`src/bounded_set_min_gap_and_range_unit_assert.svh`:
```
// Assertion macros for the bounded set min gap / range unit.
// Included by the top level; no other dependencies.
`ifndef BOUNDED_SET_MIN_GAP_AND_RANGE_UNIT_ASSERT_SVH
`define BOUNDED_SET_MIN_GAP_AND_RANGE_UNIT_ASSERT_SVH
`ifndef SYNTHESIS
`define BSMG_ASSERT_NOW(lbl, clk, rst, ante, cons) \
   lbl: assert property (@(posedge clk) disable iff (rst) (ante) |-> (cons)) \
      else $error("assertion failed");
`define BSMG_ASSERT_NEXT(lbl, clk, rst, ante, cons) \
   lbl: assert property (@(posedge clk) disable iff (rst) (ante) |=> (cons)) \
      else $error("assertion failed");
`else
`define BSMG_ASSERT_NOW(lbl, clk, rst, ante, cons)
`define BSMG_ASSERT_NEXT(lbl, clk, rst, ante, cons)
`endif
`endif

```
`src/bsmg_pkg.sv`:
```
// Shared types and constants for the bounded set min gap / range unit.
// No dependencies.
package bsmg_pkg;

   localparam int DATA_W   = 32;
   localparam int CAP_W    = 7;
   localparam int STATUS_W = 2;

   localparam logic [CAP_W-1:0]    CAP_RESET   = 7'd64;
   localparam logic [STATUS_W-1:0] STATUS_OK   = 2'd0;
   localparam logic [STATUS_W-1:0] STATUS_FULL = 2'd1;
   localparam logic [STATUS_W-1:0] STATUS_FEW  = 2'd2;
   localparam logic                ACT_ADD     = 1'b0;
   localparam logic                ACT_QUERY   = 1'b1;

   typedef struct packed {
      logic              action;
      logic [DATA_W-1:0] value;
   } req_payload_type;

   typedef struct packed {
      logic [STATUS_W-1:0] status;
      logic [DATA_W-1:0]   shortest_gap;
      logic [DATA_W-1:0]   longest_gap;
   } rsp_payload_type;

   // broadcast to every cell
   typedef struct packed {
      logic              ins;
      logic [DATA_W-1:0] value;
   } cell_cmd_type;

   // handed from a cell to its right neighbor
   typedef struct packed {
      logic              fill_ok;
      logic              held;
      logic              gt;
      logic [DATA_W-1:0] val;
      logic [DATA_W-1:0] min_gap;
      logic [DATA_W-1:0] last;
   } cell_link_type;

endpackage

```
`src/bsmg_cell.sv`:
```
// One slot of the sorted chain: holds a value, shifts right on insert,
// and folds its neighbor gap and the last held value down the chain.
// Depends on bsmg_pkg.
module bsmg_cell import bsmg_pkg::*; (
   input  logic          clock,
   input  cell_cmd_type  cmd,
   input  logic          occ,
   input  cell_link_type left,
   output cell_link_type right
);

   logic [DATA_W-1:0] val_ff, val_in;
   logic [DATA_W-1:0] min_ff, min_in;
   logic [DATA_W-1:0] last_ff, last_in;
   logic [DATA_W-1:0] diff;
   logic              gt;
   logic              take;

   always_comb begin
      gt      = occ && (val_ff > cmd.value);
      take    = cmd.ins && (gt || (!occ && left.fill_ok));
      val_in  = take ? (left.gt ? left.val : cmd.value) : val_ff;
      diff    = val_ff - left.val;
      min_in  = (occ && left.held && (diff < left.min_gap)) ? diff : left.min_gap;
      last_in = occ ? val_ff : left.last;
   end

   always_ff @(posedge clock) begin
      val_ff  <= val_in;
      min_ff  <= min_in;
      last_ff <= last_in;
   end

   always_comb begin
      right.fill_ok = occ;
      right.held    = occ;
      right.gt      = gt;
      right.val     = val_ff;
      right.min_gap = min_ff;
      right.last    = last_ff;
   end

endmodule

```
`config.mk`:
```
export PLATFORM = sky130hd
export DESIGN_NAME = bsmg_cell
export DESIGN_NICKNAME = d
export VERILOG_FILES = /design/src/bounded_set_min_gap_and_range_unit_assert.svh /design/src/bsmg_pkg.sv /design/src/bsmg_cell.sv
export SDC_FILE = /design/constraint.sdc
export NUM_CORES = 1
export LEC_CHECK = 0
export BUFFER_PORTS_ARGS = -buffer_cell sky130_fd_sc_hd__buf_2
export CAP_MARGIN = 20
export CORE_ASPECT_RATIO = 1.4
export CORE_MARGIN = 1.5
export CORE_UTILIZATION = 30
export CTS_CLUSTER_SIZE = 28
export DETAILED_ROUTE_END_ITERATION = 6
export GPL_ROUTABILITY_DRIVEN = 0
export REMOVE_ABC_BUFFERS = 1
export SLEW_MARGIN = 40
export SYNTH_ARGS = -nofsm -noshare
export SYNTH_HDL_FRONTEND = slang
export SYNTH_SLANG_ARGS = --single-unit
export TNS_END_PERCENT = 50
```
`constraint.sdc`:
```
create_clock -name clock -period 6 [get_ports clock]
set_input_delay 1.2 -clock clock [delete_from_list [all_inputs] [get_ports clock]]
set_output_delay 1.2 -clock clock [all_outputs]
set_load 0.02 [all_outputs]
```
==> run metrics, run 1 <==
fin worst setup slack=approximately 0.9 ns; top post-synthesis cells by area=dfxtp_1, ha_1, edfxtp_1; crit-path cells=buf_2 -> inv_1 -> ha_1 -> nor2b_1 -> o2111ai_1 -> a2111oi_1 -> nor3_1 -> nor3_1 -> nor2_1 -> xnor2_1 -> ha_1 -> a21oi_1 -> nor2b_1 -> o21ai_0 -> nand4b_1 -> or3_1 -> or4_1 -> o221ai_1; setup TNS=0 ns; period utilization=84.6%; crit path kind=input port to flop; PwrDens=238 nW/um^2; Slew HR=roughly 52%; via count of the first global-routing pass=around 6300; Via Count=6243; RSZ-0062 raised after global routing=no; Rows=65; final setup vio count=0; WP data arrival=~5.4 ns; routed length per instance=16.0 um; Hold Path Origin=val_ff[0]; Post-Synth Simple-Gate Area=12.3%; Worst Tran Pin Value=0.719 ns; cts hold-fix bufs=0; Syn Inst Count=around 780; synthesis-stage register bit count=96; Sequential Area=~2200 sq um; CTS resizes=0; main combinational cell family by area after synthesis=compound AO/OA/AOI/OAI gates; dominant cell type by area after synthesis=dfxtp_1; post-route antenna net violation count=0; hold_ws=0.558 ns; slowest stage delay, CP=0.64 ns; Max IR drop VDD=around 0.15 mV; CP Max Fanout=10; mux contribution to synthesized area=under 10%; # nets final=1227; Hold Path End=last_ff[0]; Clock Pin Slew Worst Setup and Hold Paths=0.07 ns; FILL cells=around 2400; Ports=roughly 230; Routed WL=20800 um; Worst R2R Path Depth=16; R2R Setup Slk=1.42 ns; layout cells sized above 1=30.6%; die height=182 um; min-delay worst type=flop to flop; CTS tree=done; H-tree depth=3; compound-gate portion of the synthesized area=between 10% and 20%; number of synthesized flops with an enable pin=32; post-CTS setup buffers=0; top-area cell type share of the netlist area=18.7%; Layout Skew=0.0120 ns; hpwl dp=17400 um; DRT iter0 DRCs=roughly 250; Slew Limit Fails=0; clk_lat worst skew=approximately 0.36 ns; CP Buf/Inv Count=2; Post-synth ARST share=0%; Multi-input gate area=just over 4000 sq um; status=complete, no violations; Synth cell types=60; die area=23700 sq um; post-synthesis sequential area ratio=roughly 33%; Final Cell Area=8580 sq um; I/O Buffers=232; Top FF cell, synth=dfxtp_1; Post-Synth XOR/XNOR Area=3.46%; element type at the critical path end=flop; Max Root-Sink Buffers=2; chip width=about 130 um; worst path required time=6.27 ns; GRT overflow=0; CP max stage cell=a2111oi_1; Reg-to-Reg Start=val_ff[1]; initial antenna violation count=3; Core ar.=22400 sq um; Root Driver=clkbuf_16; DRT Pass-1 Iters=4; Ys Warns=0; Initial Utilization=30.5%; crit path time final=5.08 ns; Syn Area/Cell=8.79 sq um; hold depth=1; mapped cell area=6840 sq um; pre-CTS setup slack=roughly 0.43 ns; P&R area growth vs syn=25.4%; Max Clock Freq=0.197 GHz; CTS buffer count=9; Synth Area in Adders=between 10% and 20%; GRT Util Overall=17.8%; CP startpoint=left[65]; Hold Vio Cnt, Final=0; reg-to-reg endpoint=min_ff[29]; # DRC=0; CP Launch Type=input port; family with the most delay on the worst path=simple AND/OR/NAND/NOR gates; Clock Sinks=96; total of max-cap violations=0; largest net degree at the start of global routing=64; first-pass GRT wire length=32200 um; Pleak=0.00428 uW; area of placed instances=8310 sq um; vias per std cell=4.78
## report_power, final
group,leakage (uW),internal [uW],switching (uW),total (uW)
Combinational,0.00330,292,430,723
Sequential,0.000841,741,30.1,771
Clock,0.000136,291,260,551
Total,0.00428,1320,721,2040
## layout by cell type, fill, tap and decap left out, types with 3 or more instances in the layout
| cell type | synthesis | final |
|---|---|---|
| nand3_1 | 10 | 10 |
| xnor2_1 | 16 | 16 |
| nor3_1 | 11 | 10 |
| o21a_1 | 13 | 13 |
| edfxtp_1 | 32 | 32 |
| clkinv_2 | 0 | 4 |
| a31oi_1 | 9 | 9 |
| o21bai_1 | 3 | 3 |
| nand4_1 | 22 | 22 |
| a21o_1 | 24 | 24 |
| ha_1 | 94 | 94 |
| o211ai_1 | 4 | 4 |
| o31ai_1 | 3 | 3 |
| clkbuf_16 | 0 | 9 |
| o221ai_1 | 3 | 3 |
| a21oi_1 | 48 | 48 |
| inv_1 | 104 | 104 |
| nand2b_1 | 6 | 6 |
| nor2b_1 | 6 | 6 |
| o2111ai_1 | 4 | 4 |
| mux2_2 | 44 | 44 |
| buf_4 | 3 | 5 |
| and4_1 | 3 | 3 |
| a211o_1 | 3 | 3 |
| buf_2 | 3 | 231 |
| xor2_1 | 11 | 11 |
| dfxtp_1 | 64 | 64 |
| nand2_1 | 79 | 79 |
| o21ai_0 | 67 | 67 |
| nor2_1 | 29 | 29 |
## worst max path at each step
stage            endpoint  slack (ns)  cells after the start
3_3_place_gp   min_ff[29]        0.60                     18
5_1_grt        min_ff[29]        0.49                     18
4_1_cts        min_ff[29]        0.80                     18
3_5_place_dp   min_ff[29]        0.43                     18
6_report       min_ff[29]        0.92                     18
2_1_floorplan  min_ff[10]       -0.71                     15
## flip-flops by register name, indices dropped and copies added, names as in the netlist
name     flops
min_ff      32
last_ff     32
val_ff      32
## layer usage
| layer | GRT usage, % | share of wire, % |
|---|---|---|
| met3 | 3.39 | 5.2 |
| met1 | 19.7 | 40 |
| met2 | 33.2 | 52 |
| met4 | 6.51 | 2.6 |
| met5 | 0 | 0.12 |
## metrics by stage
stage | utilization [%] | total power, uW | cells
2_1_floorplan | - | 1260 | 750
3_3_place_gp | 37.0 | 1510 | 1288
3_5_place_dp | 37.0 | 1510 | 1288
4_1_cts | 38.2 | 2080 | 1304
5_1_grt | 38.2 | 2190 | 1304
6_report | 38.2 | 2040 | 1305
## layout make-up
type | count | share of cell area [%]
inverter | 104 | 4.55
tap | 301 | 4.39
sequential | 96 | 26.1
clock buffer | 12 | 2.87
multi-input combinational | 550 | 47.7
clock inverter | 4 | 0.233
timing repair buffer | 237 | 14.1
antenna | 1 | 0.0292
## cells in the mapped netlist (all sizes together) (2+ instances only)
| cell | number |
|---|---|
| o41ai | 2 |
| nor4 | 2 |
| clkbuf | 21 |
| dfxtp | 64 |
| nor2b | 6 |
| o2111ai | 4 |
| nor2 | 29 |
| and2 | 2 |
| a21o | 24 |
| o21ai | 67 |
| inv | 104 |
| nand4 | 22 |
| a21oi | 48 |
| o221a | 2 |
| or3 | 2 |
| nand2b | 6 |
| o21a | 13 |
| xnor2 | 16 |
| o221ai | 3 |
| nor3 | 11 |
| a211o | 3 |
| mux2 | 44 |
| a31o | 2 |
| and4 | 3 |
| buf | 7 |
| nand3 | 10 |
| a31oi | 9 |
| a21boi | 2 |
| a211oi | 2 |
| edfxtp | 32 |
| nand2 | 79 |
| o211ai | 4 |
| o31ai | 3 |
| ha | 94 |
| o21bai | 3 |
| xor2 | 11 |
| a221o | 2 |
| a221oi | 2 |
## cell families (layout without fill, tap and decap cells)
group | count (synthesis) | in the layout
other | 0 | 1
muxes | 45 | 45
adders and majority gates | 95 | 95
buffers and inverters | 132 | 357
DFF | 96 | 96
xor gates and xnor gates | 27 | 27
AOI/OAI and AO/OA | 204 | 204
and+or+nand+nor | 179 | 179
Power figures use the tool's default switching activity.
==> run 2: changes to the inputs <==
--- a/config.mk
+++ b/config.mk
@@ -5,6 +5,7 @@
 export SDC_FILE = /design/constraint.sdc
 export NUM_CORES = 1
 export LEC_CHECK = 0
+export ABC_AREA = 1
 export BUFFER_PORTS_ARGS = -buffer_cell sky130_fd_sc_hd__buf_2
 export CAP_MARGIN = 20
 export CORE_ASPECT_RATIO = 1.4
==> constraint.sdc (replaced) <==
create_clock -name clock -period 5.3 [get_ports clock]
set_input_delay 1.06 -clock clock [delete_from_list [all_inputs] [get_ports clock]]
set_output_delay 1.06 -clock clock [all_outputs]
set_load 0.02 [all_outputs]
==> run 2 against run 1 <==
  * Sequential power rose by 12%
  * Via count up 24%
  * Worst hold slack improved by 0.0030 ns
  * Combinational power grew 11%
  * Clock-buffer cell count grew 3
  * Power is 14% higher
  * Area after synthesis grew 12%
  * Clock skew down 0.00068 ns
  * Clock power up 21%
  * Synthesized cell count grew 56%
  * Critical endpoint is now min_ff[27]
==> run metrics, run 2 <==
Post-synth ARST share=0% (unchanged); Root Driver=clkbuf_16 (unchanged); Max Root-Sink Buffers=2 (unchanged); total power=2330 uW (was 2040 uW); top post-synthesis cells by area=nand2_1, dfxtp_1, ha_1 (was dfxtp_1, ha_1, edfxtp_1); largest net degree at the start of global routing=64 (unchanged); hpwl dp=19300 um (was 17400 um); Syn Inst Count=1213 (was 778); worst path required time=5.60 ns (was 6.27 ns); synth cell count leaders=nand2_1, inv_1, ha_1 (was inv_1, ha_1, nand2_1); count leader, synth=nand2_1 (was inv_1); Clock Pin Slew Worst Setup and Hold Paths=0.07 ns (about the same); cts hold-fix bufs=0 (unchanged); dominant cell type by area after synthesis=nand2_1 (was dfxtp_1); Ports=233 (unchanged); Rows=68 (was 65); crit-path cells=buf_2 -> ha_1 -> fa_1 -> inv_1 -> nand2_1 -> nand3_1 -> nand2_1 -> nand2_1 -> nand2_1 -> nand3_1 -> nand2_1 -> ha_1 -> nand4_1 -> nor3_1 -> and3_1 -> nand2_1 -> nand2_1 -> buf_4 -> nand2_1 -> nand2_1 (was buf_2 -> inv_1 -> ha_1 -> nor2b_1 -> o2111ai_1 -> a2111oi_1 -> nor3_1 -> nor3_1 -> nor2_1 -> xnor2_1 -> ha_1 -> a21oi_1 -> nor2b_1 -> o21ai_0 -> nand4b_1 -> or3_1 -> or4_1 -> o221ai_1); clk_lat worst skew=0.37 ns (was 0.36 ns); most frequent cells in the layout=nand2_1, inv_1, buf_2, ha_1, dfxtp_1 (was buf_2, inv_1, ha_1, nand2_1, o21ai_0); die height=192 um (was 182 um); min-delay worst type=flop to flop (unchanged); vias per std cell=4.40 (was 4.78); CP max stage cell=fa_1 (was a2111oi_1); H-tree depth=3 (unchanged); crit path kind=input port to flop (unchanged); CTS resizes=0 (unchanged); setup TNS=0 ns (unchanged); P&R area growth vs syn=23.8% (was 25.4%); RSZ-0062 raised after global routing=no (unchanged); Initial Utilization=30.7% (was 30.5%); CP Launch Type=input port (unchanged); family with the most delay on the worst path=simple AND/OR/NAND/NOR gates (unchanged); # nets final=1668 (was 1227); Synth cell types=29 (was 60); DRT iter0 DRCs=387 (was 247); Top FF cell, synth=dfxtp_1 (unchanged); mapped cell area=7640 sq um (was 6840 sq um); first-pass GRT wire length=34900 um (was 32200 um); Layout Skew=0.0113 ns (was 0.0120 ns); top-area cell type share of the netlist area=26.4% (was 18.7%); non-filler cells in the finished layout=1760 (was 1305); CP Max Fanout=23 (was 10); initial antenna violation count=1 (was 3); commonest non-fill, non-tap cell in the layout=nand2_1 (was buf_2); Ys Warns=0 (unchanged); post-CTS setup buffers=0 (unchanged); CP Buf/Inv Count=3 (was 2); Core ar.=24800 sq um (was 22400 sq um); GRT Util Overall=17.1% (was 17.8%); final setup vio count=0 (unchanged); Worst Tran Pin Value=0.671 ns (was 0.719 ns); Max IR drop VDD=0.158 mV (was 0.149 mV); post-synthesis sequential area ratio=29.4% (was 32.8%); WP data arrival=4.39 ns (was 5.35 ns); Routed WL=22500 um (was 20800 um); status=complete, no violations (unchanged); period utilization=between 70 and 80%; Max Clock Freq=roughly 0.24 GHz; crit path time final=between 4 and 5 ns; CTS buffer count=9 (unchanged); die area=26400 sq um (was 23700 sq um); Sequential Area=2240 sq um (unchanged); CTS tree=done (unchanged); layout cells sized above 1=17.7% (was 30.6%); Pleak=0.00584 uW (was 0.00428 uW); Placed Cells=1743 (was 1288); DRT Pass-1 Iters=5 (was 4); cell repeated most along the worst path=nand2_1; I/O Buffers=232 (unchanged); via count of the first global-routing pass=7379 (was 6271); Hold Vio Cnt, Final=0 (unchanged); Via Count=7741 (was 6243); Slew Limit Fails=0 (unchanged); number of synthesized flops with an enable pin=32 (unchanged); FILL cells=2778 (was 2407); Slew HR=55.2% (was 52.1%); slowest stage delay, CP=0.41 ns (was 0.64 ns); fin util=38.1% (was 38.2%); largest registers=last_ff (32), min_ff (32), val_ff (32) (unchanged); routed length per instance=12.8 um (was 16.0 um); synthesis-stage register bit count=96 (unchanged); total of max-cap violations=0 (unchanged); # DRC=0 (unchanged); element type at the critical path end=flop (unchanged); post-route antenna net violation count=0 (unchanged); PwrDens=247 nW/um^2 (was 238 nW/um^2); chip width=138 um (was 131 um); Clock Sinks=96 (unchanged); Multi-input gate area=4410 sq um (was 4090 sq um); Syn Area/Cell=6.30 sq um (was 8.79 sq um); GRT overflow=0 (unchanged)
==> run 2: cell count changes in the layout (fill, tap and decap cells not counted), moves of 12 or more <==
cell | previous run | this run
nand2_1 | 79 | 538
inv_1 | 104 | 237
mux2_2 | 44 | 1
o21ai_0 | 67 | 37
nand3_1 | 10 | 33
nor2_1 | 29 | 50
a21o_1 | 24 | 5
xnor2_1 | 16 | 1
nand4_1 | 22 | 10
==> run 2: layer usage <==
| layer | track usage [%] | up-vias | part of all wire, % | routed length [um] |
|---|---|---|---|---|
| li1 | - | 4158 | - | - |
| met1 | 19.8 | 3382 | 43 | 9640 |
| met2 | 30.8 | 176 | 50 | 11300 |
| met3 | 3.46 | 25 | 4.7 | 1060 |
| met4 | 5.77 | 0 | 2.1 | 478 |
| met5 | 0 | - | 0 | 0 |
==> run 2: kinds of logic after synthesis <==
kind of cell,after synthesis,share of synthesized area (%)
AO/OA/AOI/OAI,100,7.11
XOR/XNOR,15,1.72
buffers and inverters,260,13.0
AND/OR/NAND/NOR,646,33.0
flip-flops,96,29.4
adder cells (fa/ha/maj),95,15.7
multiplexers,1,0.147
==> run 2: area by class of cell <==
cell class	count	share of cell area (%)
Tap cell	315	4.17
Clock buffer	15	3.06
Clock inverter	1	0.0662
Inverter	238	9.45
Antenna cell	1	0.0265
Timing Repair Buffer	237	12.9
Multi-Input combinational cell	857	46.7
Sequential cell	96	23.7
==> run 2: worst register-to-register path, cell delays in order (launching register included) <==
cell and delay, ns:
edfxtp_1 0.47, ha_1 0.38, nand2_1 0.20, inv_1 0.09
a21oi_1 0.15, nand2_1 0.13, nand2_1 0.09, nand2_1 0.12
nand2_1 0.12, nand2_1 0.06, nand2_1 0.06, nand2_1 0.06
ha_1 0.31, nand4_1 0.17, nor3_1 0.23, and3_1 0.24
nand2_1 0.06, nand2_1 0.28, buf_4 0.32, nand2_1 0.08
nand2_1 0.08
==> run 2: path summary, 6_finish.rpt <==
kind,from,to,slack [ns],depth (start not counted)
worst min register to register,val_ff[15],last_ff[15],0.56,2
worst min-delay path,val_ff[15],last_ff[15],0.56,2
worst max-delay path,left[64],min_ff[27],1.21,20
worst max register to register,val_ff[5],min_ff[27],1.55,20
==> run 2: through the flow <==
stage          setup slack, ns  hold slack, ns  cell area, sq um
2_1_floorplan             1.27           0.621              7540
3_3_place_gp             0.893           0.541              9130
3_5_place_dp             0.817           0.544              9160
4_1_cts                   1.19           0.563              9450
5_1_grt                  0.848           0.588              9460
6_report                  1.21           0.561              9460
==> run 2: where the power goes <==
group | leakage [uW] | switching [uW] | internal, uW
Combinational | 0.00485 | 517 | 289
Sequential | 0.000840 | 29.3 | 833
Clock | 0.000146 | 290 | 374
==> run 3: changes to the inputs <==
==> constraint.sdc (replaced) <==
create_clock -name clock -period 3.66 [get_ports clock]
set_input_delay 0.732 -clock clock [delete_from_list [all_inputs] [get_ports clock]]
set_output_delay 0.732 -clock clock [all_outputs]
set_load 0.02 [all_outputs]
==> run 3 against run 2 <==
  * Combinational power grew 46%
  * Power rose by 45%
  * Clock power is 44% higher
  * Register-to-register slack worse by 1.2 ns
  * Global-route usage rose by 0.22 points
  * Largest cell class unchanged
  * Via count is 0.16% lower
  * Die area unchanged
  * Sequential power rose by 45%
  * Cell area is 1.1% higher
  * Highest routed layer unchanged
  * Critical path type unchanged
==> run metrics, run 3 (synthesis results as in run 2) <==
Worst Tran Pin Value=0.486 ns (was 0.671 ns); largest registers=last_ff (32), min_ff (32), val_ff (32) (unchanged); GRT Util Overall=17.3% (was 17.1%); status=complete, no violations (unchanged); crit path kind=input port to flop (unchanged); chip width=138 um (unchanged); switching power=1200 uW (was 836 uW); largest net degree at the start of global routing=36 (was 64); Clock Sinks=96 (unchanged); # nets final=1681 (was 1668); Max IR drop VDD=0.234 mV (was 0.158 mV); Core ar.=24800 sq um (unchanged); crit-path cells=buf_2 -> ha_1 -> fa_1 -> inv_1 -> nand3_1 -> nand3_1 -> nand2_1 -> nand3_1 -> nand2_1 -> nand3_1 -> nand2_1 -> ha_1 -> nand4_1 -> nor3_1 -> and3_1 -> nand2_1 -> nand2_1 -> buf_12 -> nand2_1 -> nand2_1 (was buf_2 -> ha_1 -> fa_1 -> inv_1 -> nand2_1 -> nand3_1 -> nand2_1 -> nand2_1 -> nand2_1 -> nand3_1 -> nand2_1 -> ha_1 -> nand4_1 -> nor3_1 -> and3_1 -> nand2_1 -> nand2_1 -> buf_4 -> nand2_1 -> nand2_1); post-CTS setup buffers=0 (unchanged); Slew HR=67.6% (was 55.2%); family with the most delay on the worst path=simple AND/OR/NAND/NOR gates (unchanged); most frequent cells in the layout=nand2_1, inv_1, buf_2, ha_1, dfxtp_1 (unchanged); period utilization=91.7%; CP max stage cell=fa_1 (unchanged); CP Buf/Inv Count=3 (unchanged); min-delay worst type=input port to flop (was flop to flop); final setup vio count=0 (unchanged); CTS buffer count=9 (unchanged); pre-CTS setup slack=-0.0802 ns (was 0.817 ns); Slew Limit Fails=0 (unchanged); R2R Setup Slk=0.34 ns (was 1.55 ns); hold_ws=0.555 ns (was 0.561 ns); Ports=233 (unchanged); CTS tree=done (unchanged); worst path required time=3.96 ns (was 5.60 ns); Max Root-Sink Buffers=2 (unchanged); initial antenna violation count=2 (was 1); switch share=35.5% (was 35.9%); # DRC=0 (unchanged); via count of the first global-routing pass=7509 (was 7379); cts hold-fix bufs=0 (unchanged); clk_lat worst skew=0.36 ns (was 0.37 ns); CP Max Fanout=25 (was 23); hpwl dp=19100 um (was 19300 um); vias per std cell=4.36 (was 4.40); DRT iter0 DRCs=307 (was 387); H-tree depth=3 (unchanged); Hold Vio Cnt, Final=0 (unchanged); Clock Pin Slew Worst Setup and Hold Paths=0.07 ns (about the same); DRT Pass-1 Iters=5 (unchanged); routed length per instance=12.5 um (was 12.8 um); RSZ-0062 raised after global routing=no (unchanged); GRT overflow=0 (unchanged); Root Driver=clkbuf_16 (unchanged); slowest stage delay, CP=0.42 ns (was 0.41 ns); Seq pwr share=36.9% (was 37.0%); PwrDens=354 nW/um^2 (was 247 nW/um^2); CTS resizes=0 (unchanged); CP Launch Type=input port (unchanged); layout cells sized above 1=18.5% (was 17.7%); commonest non-fill, non-tap cell in the layout=nand2_1 (unchanged); Max Clock Freq=roughly 0.3 GHz; crit path time final=around 3.4 ns; post-route antenna net violation count=0 (unchanged); total of max-cap violations=0 (unchanged); setup TNS=0 ns (unchanged); Routed WL=22200 um (was 22500 um); Layout Skew=0.00940 ns (was 0.0113 ns); Pleak=0.00591 uW (was 0.00584 uW); die area=26400 sq um (unchanged); Initial Utilization=30.7% (unchanged); Placed Cells=1756 (was 1743); P&R area growth vs syn=25.2% (was 23.8%); first-pass GRT wire length=35500 um (was 34900 um); fin worst setup slack=0.303 ns (was 1.21 ns); clock power share=28.2% (was 28.5%); P_int=2180 uW (was 1500 uW); I/O Buffers=232 (unchanged); non-filler cells in the finished layout=1774 (was 1760); Rows=68 (unchanged); WP data arrival=3.66 ns (was 4.39 ns); Gate power share=34.9% (was 34.6%); element type at the critical path end=flop (unchanged); cell repeated most along the worst path=nand2_1 (unchanged); Via Count=7729 (was 7741); die height=192 um (unchanged)
[run 3: routing by layer]
metal,routed length (um),track usage (%)
met5,0,0
met4,595,7.21
met3,878,2.69
met2,11300,31.1
met1,9470,20.2
[run 3: worst reg2reg max path, delay by kind of cell, from the launching register on]
| kind | cells | cell delay [ns] |
|---|---|---|
| and+or+nand+nor | 15 | 1.69 |
| adders and majority gates | 2 | 0.69 |
| DFF | 1 | 0.48 |
| buffers and inverters | 2 | 0.25 |
| AOI/OAI and AO/OA | 1 | 0.15 |
[run 3: layout make-up]
type                            instances  area [sq um]
Tap cell                              315           394
Fill cell                            2752         15300
Sequential cell                        96          2240
Antenna cell                            2          5.00
Inverter                              238           893
Timing Repair Buffer                  250          1320
Clock inverter                          2          10.0
Clock buffer                           14           285
Multi-Input combinational cell        857          4410
[run 3: path summary, 6_finish.rpt]
| path | start | to | cells after the start |
|---|---|---|---|
| hold reg to reg | val_ff[28] | last_ff[28] | 2 |
| hold / removal | left[18] | last_ff[18] | 3 |
| setup / recovery | left[64] | min_ff[8] | 20 |
| setup reg to reg | val_ff[6] | min_ff[8] | 20 |
[run 3: power groups by stage]
stage / combinational, uW / sequential (uW) / clock (uW)
2_1_floorplan: 642 / 1390 / 0
3_3_place_gp: 1170 / 1270 / 0
3_5_place_dp: 1190 / 1270 / 0
4_1_cts: 1200 / 1250 / 983
5_1_grt: 1360 / 1260 / 1010
6_report: 1180 / 1250 / 956
[run 3: stage by stage]
step	utilization (%)	total power [uW]	instance area, sq um
after global routing	38.5	3630	9560
after floorplan	-	2030	7540
final	38.5	3390	9560
after global placement	37.3	2450	9260
after CTS	38.5	3430	9560
after detailed placement	37.3	2470	9260
